`src/hw/rtl/mse_pkg.sv`:
```
// Shared types, constants and the letter code table for the Morse segment encoder.
package mse_pkg;

  localparam int unsigned UnitW = 10;
  localparam int unsigned DurW  = 12;
  localparam int unsigned CharW = 8;

  localparam logic [UnitW-1:0] UnitReset = 10'd100;

  localparam logic [CharW-1:0] ChSpace = 8'h20;
  localparam logic [CharW-1:0] ChA     = 8'h41;
  localparam logic [CharW-1:0] ChZ     = 8'h5A;

  // one classified character waiting for the segment sequencer
  typedef struct packed {
    logic       is_space;
    logic [2:0] len;   // element count, 1..4 (0 for a space)
    logic [3:0] bits;  // bit i set = element i is a dah
  } mse_cmd_t;

  // element count per letter A..Z
  localparam logic [2:0] LetterLen [26] = '{
    3'd2, 3'd4, 3'd4, 3'd3, 3'd1, 3'd4, 3'd3, 3'd4, 3'd2, 3'd4, 3'd3, 3'd4, 3'd2,
    3'd2, 3'd3, 3'd4, 3'd4, 3'd3, 3'd3, 3'd1, 3'd3, 3'd4, 3'd3, 3'd4, 3'd4, 3'd4
  };

  // dah mask per letter A..Z, first element in bit 0
  localparam logic [3:0] LetterBits [26] = '{
    4'd2, 4'd1, 4'd5, 4'd1, 4'd0, 4'd4, 4'd3, 4'd0, 4'd0, 4'd14, 4'd5, 4'd2, 4'd3,
    4'd1, 4'd7, 4'd6, 4'd11, 4'd2, 4'd0, 4'd1, 4'd4, 4'd8, 4'd6, 4'd9, 4'd13, 4'd3
  };

endpackage

```
`src/hw/rtl/morse_segment_encoder.sv`:
```
// Top level of the Morse segment encoder: unit register, front end, queue, sequencer.
//
// Input stream (s_axis_*): one ASCII character per word. Uppercase A..Z and
// space are encoded; every other code is accepted and dropped.
// Output stream (m_axis_*): one key-line segment per word, key level and
// duration in ms; tlast marks the final segment of a character.
// A letter of n elements gives 2n segments (tone, gap per element, the last
// gap 3 units), a space gives one 4-unit off segment.
// Timing: a character reaches the queue in the cycle it is accepted; the
// sequencer pops it into its command register once idle, and its segments
// pass through the output register. Segments then leave at one per cycle
// while the receiver is ready, with a pickup step between characters.
// The two-entry queue keeps taking characters while the sequencer works.
// A stalled receiver holds the output register; the sequencer and then the
// queue fill up and s_axis_tready drops.
// cfg_we_i writes unit_ms (reset 100); write only while the block is idle.
// Reset empties the queue and the output register.
module morse_segment_encoder (
  input  logic                        clk_i,
  input  logic                        rst_ni,
  input  logic                        cfg_we_i,
  input  logic [mse_pkg::UnitW-1:0]   cfg_wdata_i,    // unit_ms
  input  logic                        s_axis_tvalid,
  output logic                        s_axis_tready,
  input  logic [7:0]                  s_axis_tdata,   // [7:0] character
  output logic                        m_axis_tvalid,
  input  logic                        m_axis_tready,
  output logic [15:0]                 m_axis_tdata,   // [0] key_on, [12:1] duration_ms
  output logic                        m_axis_tlast
);

  logic [mse_pkg::UnitW-1:0] unit_ms_q;

  logic              q_push, q_full, q_pop, q_empty;
  mse_pkg::mse_cmd_t q_wcmd, q_rcmd;

  // unit length register
  always_ff @(posedge clk_i or negedge rst_ni) begin
    if (!rst_ni) begin
      unit_ms_q <= mse_pkg::UnitReset;
    end else if (cfg_we_i) begin
      unit_ms_q <= cfg_wdata_i;
    end
  end

  mse_front u_front (
    .s_axis_tvalid (s_axis_tvalid),
    .s_axis_tready (s_axis_tready),
    .s_axis_tdata  (s_axis_tdata),
    .q_full_i      (q_full),
    .q_push_o      (q_push),
    .q_cmd_o       (q_wcmd)
  );

  mse_fifo u_fifo (
    .clk_i      (clk_i),
    .rst_ni     (rst_ni),
    .push_i     (q_push),
    .push_cmd_i (q_wcmd),
    .full_o     (q_full),
    .pop_i      (q_pop),
    .empty_o    (q_empty),
    .pop_cmd_o  (q_rcmd)
  );

  mse_back u_back (
    .clk_i         (clk_i),
    .rst_ni        (rst_ni),
    .unit_ms_i     (unit_ms_q),
    .q_empty_i     (q_empty),
    .q_cmd_i       (q_rcmd),
    .q_pop_o       (q_pop),
    .m_axis_tvalid (m_axis_tvalid),
    .m_axis_tready (m_axis_tready),
    .m_axis_tdata  (m_axis_tdata),
    .m_axis_tlast  (m_axis_tlast)
  );

endmodule

```
`src/hw/rtl/mse_front.sv`:
```
// Front end: accepts characters, drops unencoded ones, looks up letter codes.
module mse_front (
  input  logic                        s_axis_tvalid,
  output logic                        s_axis_tready,
  input  logic [mse_pkg::CharW-1:0]   s_axis_tdata,   // [7:0] character
  input  logic                        q_full_i,
  output logic                        q_push_o,
  output mse_pkg::mse_cmd_t           q_cmd_o
);

  logic       is_space;
  logic       is_letter;
  logic [4:0] letter_idx;
  logic [mse_pkg::CharW-1:0] offs;

  assign s_axis_tready = !q_full_i;

  assign is_space   = (s_axis_tdata == mse_pkg::ChSpace);
  assign is_letter  = (s_axis_tdata >= mse_pkg::ChA) && (s_axis_tdata <= mse_pkg::ChZ);
  assign offs       = s_axis_tdata - mse_pkg::ChA;
  assign letter_idx = offs[4:0];

  always_comb begin
    q_cmd_o.is_space = is_space;
    q_cmd_o.len      = 3'd0;
    q_cmd_o.bits     = 4'd0;
    if (is_letter) begin
      q_cmd_o.len  = mse_pkg::LetterLen[letter_idx];
      q_cmd_o.bits = mse_pkg::LetterBits[letter_idx];
    end
  end

  // only encodable characters make it into the queue
  assign q_push_o = s_axis_tvalid && !q_full_i && (is_space || is_letter);

endmodule

```
`src/hw/rtl/mse_fifo.sv`:
```
// Two-entry command queue between the front end and the segment sequencer.
module mse_fifo (
  input  logic              clk_i,
  input  logic              rst_ni,
  input  logic              push_i,
  input  mse_pkg::mse_cmd_t push_cmd_i,
  output logic              full_o,
  input  logic              pop_i,
  output logic              empty_o,
  output mse_pkg::mse_cmd_t pop_cmd_o
);

  mse_pkg::mse_cmd_t mem_q [2];
  logic       wr_ptr_q, wr_ptr_d;
  logic       rd_ptr_q, rd_ptr_d;
  logic [1:0] count_q, count_d;

  assign full_o    = (count_q == 2'd2);
  assign empty_o   = (count_q == 2'd0);
  assign pop_cmd_o = mem_q[rd_ptr_q];

  always_comb begin
    wr_ptr_d = wr_ptr_q;
    rd_ptr_d = rd_ptr_q;
    count_d  = count_q;
    if (push_i) begin
      wr_ptr_d = !wr_ptr_q;
    end
    if (pop_i) begin
      rd_ptr_d = !rd_ptr_q;
    end
    if (push_i && !pop_i) begin
      count_d = count_q + 2'd1;
    end else if (pop_i && !push_i) begin
      count_d = count_q - 2'd1;
    end
  end

  always_ff @(posedge clk_i or negedge rst_ni) begin
    if (!rst_ni) begin
      wr_ptr_q <= 1'b0;
      rd_ptr_q <= 1'b0;
      count_q  <= 2'd0;
    end else begin
      wr_ptr_q <= wr_ptr_d;
      rd_ptr_q <= rd_ptr_d;
      count_q  <= count_d;
    end
  end

  always_ff @(posedge clk_i) begin
    if (push_i) begin
      mem_q[wr_ptr_q] <= push_cmd_i;
    end
  end

endmodule

```
`src/hw/rtl/mse_back.sv`:
```
// Back end: walks a character's elements, one segment per cycle when not stalled.
module mse_back (
  input  logic                        clk_i,
  input  logic                        rst_ni,
  input  logic [mse_pkg::UnitW-1:0]   unit_ms_i,
  input  logic                        q_empty_i,
  input  mse_pkg::mse_cmd_t           q_cmd_i,
  output logic                        q_pop_o,
  output logic                        m_axis_tvalid,
  input  logic                        m_axis_tready,
  output logic [15:0]                 m_axis_tdata,  // [0] key_on, [12:1] duration_ms
  output logic                        m_axis_tlast
);

  mse_pkg::mse_cmd_t cmd_q, cmd_d;
  logic       busy_q, busy_d;
  logic [1:0] idx_q, idx_d;
  logic       gap_q, gap_d;      // 0: element tone, 1: gap after it
  logic       valid_q, valid_d;
  logic       key_q, key_d;
  logic [mse_pkg::DurW-1:0] dur_q, dur_d;
  logic       last_q, last_d;

  logic       out_free;
  logic       final_elem;
  logic       dah;
  logic       seg_key;
  logic       seg_last;
  logic [mse_pkg::DurW-1:0] dur1, dur3, dur4, seg_dur;

  assign out_free   = !valid_q || m_axis_tready;
  assign final_elem = (({1'b0, idx_q} + 3'd1) == cmd_q.len);
  assign dah        = cmd_q.bits[idx_q];

  assign dur1 = {2'b00, unit_ms_i};
  assign dur3 = {1'b0, unit_ms_i, 1'b0} + dur1;
  assign dur4 = {unit_ms_i, 2'b00};

  always_comb begin
    if (cmd_q.is_space) begin
      seg_key  = 1'b0;
      seg_dur  = dur4;
      seg_last = 1'b1;
    end else if (!gap_q) begin
      seg_key  = 1'b1;
      seg_dur  = dah ? dur3 : dur1;
      seg_last = 1'b0;
    end else begin
      seg_key  = 1'b0;
      seg_dur  = final_elem ? dur3 : dur1;
      seg_last = final_elem;
    end
  end

  always_comb begin
    cmd_d   = cmd_q;
    busy_d  = busy_q;
    idx_d   = idx_q;
    gap_d   = gap_q;
    valid_d = valid_q;
    key_d   = key_q;
    dur_d   = dur_q;
    last_d  = last_q;
    q_pop_o = 1'b0;

    if (out_free) begin
      valid_d = busy_q;
    end

    if (!busy_q) begin
      if (!q_empty_i) begin
        q_pop_o = 1'b1;
        cmd_d   = q_cmd_i;
        busy_d  = 1'b1;
        idx_d   = 2'd0;
        gap_d   = 1'b0;
      end
    end else if (out_free) begin
      key_d  = seg_key;
      dur_d  = seg_dur;
      last_d = seg_last;
      if (seg_last) begin
        busy_d = 1'b0;
      end else if (gap_q) begin
        idx_d = idx_q + 2'd1;
        gap_d = 1'b0;
      end else begin
        gap_d = 1'b1;
      end
    end
  end

  always_ff @(posedge clk_i or negedge rst_ni) begin
    if (!rst_ni) begin
      busy_q  <= 1'b0;
      valid_q <= 1'b0;
    end else begin
      busy_q  <= busy_d;
      valid_q <= valid_d;
    end
  end

  always_ff @(posedge clk_i) begin
    cmd_q  <= cmd_d;
    idx_q  <= idx_d;
    gap_q  <= gap_d;
    key_q  <= key_d;
    dur_q  <= dur_d;
    last_q <= last_d;
  end

  assign m_axis_tvalid = valid_q;
  assign m_axis_tdata  = {3'b000, dur_q, key_q};
  assign m_axis_tlast  = last_q;

endmodule

```
`config.mk`:
```
export PLATFORM = sky130hd
export DESIGN_NAME = morse_segment_encoder
export DESIGN_NICKNAME = d
export VERILOG_FILES = /design/src/hw/rtl/mse_pkg.sv /design/src/hw/rtl/morse_segment_encoder.sv /design/src/hw/rtl/mse_front.sv /design/src/hw/rtl/mse_fifo.sv /design/src/hw/rtl/mse_back.sv
export SDC_FILE = /design/constraint.sdc
export NUM_CORES = 1
export LEC_CHECK = 0
export CAP_MARGIN = 20
export CORE_MARGIN = 2
export CORE_UTILIZATION = 56
export DETAILED_ROUTE_END_ITERATION = 6
export DONT_BUFFER_PORTS = 1
export PLACE_DENSITY = 0.73
export SYNTH_ARGS = -nofsm -noshare
export SYNTH_HDL_FRONTEND = slang
export SYNTH_SLANG_ARGS = --single-unit
```
`constraint.sdc`:
```
create_clock -name clk_i -period 4.85 [get_ports clk_i]
set_clock_uncertainty 0.1 [all_clocks]
set_input_delay 0.7275 -clock clk_i [delete_from_list [all_inputs] [get_ports clk_i]]
set_output_delay 0.7275 -clock clk_i [all_outputs]
set_load 0.03 [all_outputs]
```
======== Word level (Yosys, flattened, before mapping) ========
Memories as Yosys holds them, arrays and structs flattened. A register that Yosys moved wholly into a read port is not among the register bits.
Index checks and enable logic that the tools add are counted.
storage, ports and cells
  memories kept ........................... 3
  flip-flop bits (word level) ............. 33
  bits in writable memories ............... 16
  logic and storage cells ................. 86
  bits in read-only memories .............. 224
memory list
  memory            depth  bits a word  rd ports  clocked after Yosys merged registers in  write ports  RTL line         text
  (name not given)  32     4            1         0                                        0            mse_front.sv:29  q_cmd_o.bits = mse_pkg::LetterBits[letter_idx];
  (name not given)  32     3            1         0                                        0            mse_front.sv:28  q_cmd_o.len = mse_pkg::LetterLen[letter_idx];
  u_fifo.mem_q      2      8            1         1                                        1            mse_fifo.sv:13   mse_pkg::mse_cmd_t mem_q [2];
cells by class
  add/subtract/negate cells ............... 6
  equal/unequal tests ..................... 7
  $lt $le $gt $ge ......................... 4
  muxes and demuxes ....................... 32
  reductions and logical operators ........ 19
  bitwise operators ....................... 3
operators with widths
  kind                   count
  $mux W12               4
  $mux W1                15
  $mux W2                7
  $add A11 B10 Y12       1
  $eq A8 B6 Y1 const B   1
  $ge A8 B7 Y1 const B   1
  $le A8 B7 Y1 const B   1
  $mux W4                2
  $ne A2 B2 Y1 const B   4
  $mux W7                1
  $ge A6 B6 Y1 const B   1
  $logic_not A1 Y1       6
  $mux W3                2
  $not A5 Y6             1
  $logic_and A1 B1 Y1    5
  $sub A5 B1 Y5 const B  1
  $add A2 B1 Y2 const B  2
  $reduce_and A2 Y1      2
  $reduce_and A4 Y1      1
  $add A2 B1 Y3 const B  1
  $eq A3 B3 Y1           1
  $lt A2 B3 Y1 const B   1
  $reduce_and A3 Y1      1
  $bmux W1 S2            1
  other kinds (6)        8

======== Depth between registers and ports, before layout ========
  depth in word-level cells ............... 8
  gate-level depth with buffers ........... 11
  mapped depth without buffers ............ 10

======== Modules after synthesis ========
Synthesis repeated with hierarchy kept, for this count alone.
unflattened totals
  cell total of the unflattened synthesis .. 342
  area total of the unflattened synthesis .. 3,799.9 um2
modules (own cells, without submodules)
  module                 instances  cells an instance  area each (um2)  seq. area each (um2)
  mse_back               1          154                1,717.9          800.8
  mse_front              1          126                895.9            0.0
  mse_fifo               1          41                 770.7            580.6
  morse_segment_encoder  1          21                 415.4            254.0

======== Worst setup path before layout ========
OpenSTA, ideal clock, no wires.
  path kind ............................... input port to flip-flop
  start ................................... input port s_axis_tdata[1]
  end ..................................... memory u_fifo.mem_q[0][0] in the netlist's numbering, enable pin
  arrival ................................. 2.437 ns
  slack ................................... 1.940 ns
  setup time .............................. 0.373 ns
  cell stages on the path ................. 8
  cells stage by stage .................... buf_2 > inv_1 > ha_1 > nor2b_1 > nand2_1 > o2111ai_2 > a21oi_1 > nor2b_1
between the ends
  cells in the longest elaborated chain, start to end .. 6
  elaborated cells on any way between the ends .. 8
ends and longest elaborated chain
  item                                          RTL line                     text
  from (decl)                                   morse_segment_encoder.sv:25  input logic [7:0] s_axis_tdata,
  $ge A8 B7 Y1 or $le A8 B7 Y1 (tied branches)  mse_front.sv:19              assign is_letter = (s_axis_tdata >= mse_pkg::ChA) && (s_axis_tdata <= mse_pkg::ChZ);
  $logic_and A1 B1 Y1                           mse_front.sv:19
  $logic_or A1 B1 Y1 *                          mse_front.sv:34              assign q_push_o = s_axis_tvalid && !q_full_i && (is_space || is_letter);
  $logic_and A1 B1 Y1 *                         mse_front.sv:34
  named net q_push                              morse_segment_encoder.sv:34  logic q_push, q_full, q_pop, q_empty;
  $mux W1 *                                     mse_fifo.sv:52               if (push_i) begin
  $mux W1 (not written as such) *               mse_fifo.sv:53               mem_q[wr_ptr_q] <= push_cmd_i;
  to (decl)                                     mse_fifo.sv:13
The timed path passes the listed nets; every way through them passes the cells marked *.

======== Final worst setup path ========
  start ................................... input port s_axis_tdata[1]
  end ..................................... register u_fifo.count_q[1]
between the ends
  cells in the longest elaborated chain, start to end .. 7
  elaborated cells on any way between the ends .. 11
ends and longest elaborated chain
  item                                          RTL line                     text
  $ge A8 B7 Y1 or $le A8 B7 Y1 (tied branches)  mse_front.sv:19
  $logic_and A1 B1 Y1                           mse_front.sv:19
  $logic_or A1 B1 Y1 *                          mse_front.sv:34
  $logic_and A1 B1 Y1 *                         mse_front.sv:34
  named net q_push                              morse_segment_encoder.sv:34
  $logic_not A1 Y1                              mse_fifo.sv:34               end else if (pop_i && !push_i) begin
  $logic_and A1 B1 Y1                           mse_fifo.sv:34
  $reduce_bool A2 Y1 (no source line)           -
  to (signal assigned)                          mse_fifo.sv:47               count_q <= count_d;
  to (decl)                                     mse_fifo.sv:16               logic [1:0] count_q, count_d;
Marked as above.
A chain may end at the register's enable or synchronous reset.

==> metrics.md <==
| Metric | Value |
|---|---|
| Post-route ant nets | `0` |
| Max Slew Vio Count | `0` |
| Synth top area cells | `edfxtp_1 35%, dfrtp_1 9.2%, ha_1 6.7%` |
| Top FF cell, synth | `edfxtp_1` |
| Commonest non-fill, non-tap cell in the layout | `edfxtp_1` |
| Leakage power figure | `about 1.5 nW` |
| PD cells | `about 530 mW/mm²` |
| Cells after Synth | `between 300 and 400` |
| Synth area leader | `edfxtp_1` |
| Worst Tran Pin Value | `761.2 ps` |
| Num Clock Sinks | `57` |
| Gr ovfl total | `0` |
| Max transition margin | `0.4889` |
| Worst Path Arrival | `~3200 ps` |
| Seq/Total Area, Yosys | `0.4607` |
| Crit path launch type | `primary input` |
| Mean Syn Cell Area | `approximately 11 µm²` |
| Synth top area share | `0.3468` |
| Port bufs | `0` |
| Max Freq | `between 300 and 400 MHz` |
| Vias per std cell | `approximately 6` |
| Fillers | `between 500 and 600` |
| CP bufs+invs | `1` |
| Die ar. | `0.006991 mm²` |
| Fraction of layout instances using a drive strength above 1 | `0.1212` |
| Drc violations | `0` |
| Ant. Diodes | `0` |
| Worst Hold Class | `primary input to async pin` |
| Root buffer cell | `clkbuf_8` |
| RSZ-0062 raised after global routing | `false` |
| Clock slew at reported path FFs | `60 ps` |
| Status | `complete, no violations` |
| Most frequent cells in the layout | `41 x edfxtp_1, 27 x nand2_1, 22 x nor2_1` |
| Worst path max stage delay | `around 650 ps` |
| Die width | `83.62 µm` |
| First-pass GRT wire length | `11,450 µm` |
| Clock tree buffer depth | `2` |
| CTS tree | `built` |
| CP delay by family, top | `adder cells` |
| Library cells used by synthesis | `between 60 and 70` |
| Peak supply drop | `0.0003628 V` |
| Final min period | `~3100 ps` |
| Critical path peak fanout | `20` |
| Hold Buf Count CTS | `1` |
| DP Area | `roughly 0.0035 mm²` |
| Count of final setup violators | `0` |
| Final Cycle Share | `0.6318` |
| Routed len/inst | `about 17 µm` |
| Max-cap violations | `0` |
| Initial antenna violation count | `0` |
| GRT Total Usage | `0.2055` |
| Site Rows | `29` |
| Initial Util | `0.5688` |
| Final Hold Violating Endpoints | `0` |
| Final WL | `a little under 7000 µm` |
| Dpl hpwl | `~5000 µm` |
| TNS Setup | `0 ps` |
| Ports | `between 40 and 50` |
| Power Total | `around 0.0020 W` |
| FFs w/ async S/R, synth | `0.2807` |
| Setup crit end kind | `register` |
| Post_cts resized | `0` |
| Critical Path RT | `~5000 ps` |
| Inserted Clock Buffers | `9` |
| Total setup buffers inserted after CTS | `0` |
| Total core area | `roughly 0.0062 mm²` |
| Crit-path cells | `inv_1 -> ha_1 -> nor2b_1 -> nand2_1 -> o2111ai_2 -> a21oi_1 -> ha_1 -> xor2_1 -> nor2_1 -> xor2_1` |
| Initial drt markers | `186` |
| Synth Register Bits | `between 50 and 60` |
| Post-route cell area | `between 0.003 and 0.004 mm²` |
| Synth Warn # | `0` |
| H-tree levels | `3` |
| DR pass1 iterations | `5` |
| P&R area growth vs syn | `5.323%` |
| Pin count of the biggest net entering global routing | `21` |
| Finished Core Util | `0.5990` |
| Die H | `around 84 µm` |
| Cell Area, Synth | `~0.0035 mm²` |
| GP Congestion | `just over 0.9` |
| Critical-path top delay cell | `ha_1` |
| Critical path class | `primary input to register` |
| Final nets | `approximately 370` |
| Vias in the first global route | `around 2,300` |
| Via count | `~2,500` |
| Post-synth EDFFs | `between 40 and 50` |
| Later-pin clock latency in the skew report | `about 320 ps` |
[metrics by stage]
stage | cells | setup WS (ps) | hold WS [ps]
floorplan | 333 | 1940 | 331.9
global placement | 390 | 1581 | 332.2
detailed placement | 390 | 1462 | 332.2
CTS | 407 | 1822 | 118.7
global route | 407 | 1547 | 116.9
finish | 407 | 1786 | 141.4
[logic make-up (layout without fill, tap and decap cells)]
family / Yosys count / after routing / share of synthesized area
XOR/XNOR: 17 / 17 / 0.04195
other: 1 / 3 / 0.001056
multiplexers: 23 / 23 / 0.07367
AO/OA/AOI/OAI: 80 / 80 / 0.1537
adder cells (fa/ha/maj): 21 / 21 / 0.07543
AND/OR/NAND/NOR: 99 / 99 / 0.1505
buffers and inverters: 33 / 30 / 0.04300
flip-flops: 57 / 57 / 0.4607
[layer usage]
| layer | share of wire | global-route usage |
|---|---|---|
| met5 | 0 | 0 |
| met4 | 0.023 | 0.08798 |
| met3 | 0.081 | 0.06133 |
| met2 | 0.44 | 0.2916 |
| met1 | 0.46 | 0.2937 |
[report_power, final]
group          total [W]  internal (W)  switching [W]
Sequential      0.000954      0.000728       0.000226
Clock           0.000401      0.000232       0.000169
Combinational   0.000624      0.000272       0.000352
Total            0.00198       0.00123       0.000747
[final cells by class]
type / instances / area, µm² / share of cell area
Multi-Input combinational cell: 243 / 1769 / 0.4732
Sequential cell: 57 / 1635 / 0.4374
Clock buffer: 11 / 131.4 / 0.03514
Tap cell: 77 / 96.34 / 0.02577
Inverter: 13 / 48.80 / 0.01305
Clock inverter: 5 / 47.55 / 0.01272
Timing Repair Buffer: 1 / 10.01 / 0.002677
[path summary, 6_finish.rpt]
| path | cells after the start | slack (ps) | endpoint | startpoint |
|---|---|---|---|---|
| min in group clk_i | 1 | 370 | unit_ms_q[2] | cfg_we_i |
| max | 10 | 1790 | u_fifo.count_q[1] | s_axis_tdata[1] |
| max in group asynchronous | 1 | 3480 | u_back.m_axis_tvalid | rst_ni |
| max reg2reg | 6 | 2430 | u_back.dur_q[9] | u_back.idx_q[0] |
| min | 0 | 140 | unit_ms_q[6] | rst_ni |
| min reg2reg | 1 | 390 | u_fifo.wr_ptr_q | u_fifo.wr_ptr_q |
[registers in the layout, indices dropped and copies added (netlist names)]
name and cells:
u_back.busy_q 1, u_back.cmd_q 8, u_back.dur_q 12, u_back.gap_q 1, u_back.idx_q 2, u_back.key_q 1
u_back.m_axis_tlast 1, u_back.m_axis_tvalid 1, u_fifo.count_q 2, u_fifo.mem_q 16, u_fifo.rd_ptr_q 1, u_fifo.wr_ptr_q 1
unit_ms_q 10
[cell usage after synthesis (all sizes together), types with 2 or more instances]
master and instances:
o31ai 3, nor2b 11, ha 19, nor3b 2, o211ai 4, a2bb2oi 2, nand2b 6, a22oi 2
dfrtp 13, clkbuf 9, xnor2 9, nor3 9, dfstp 3, o21bai 2, o21a 4, a311oi 2
o21ai 15, nor2 22, nor4b 2, a21oi 21, nand4 2, a31oi 4, edfxtp 41, nand3 5
mux2 15, a211oi 2, xor2 8, and2 5, o2111ai 3, buf 11, or3b 2, nand2 27
mux2i 7, a21o 4, inv 13
Note: power is estimated with default switching activity, not from simulation.
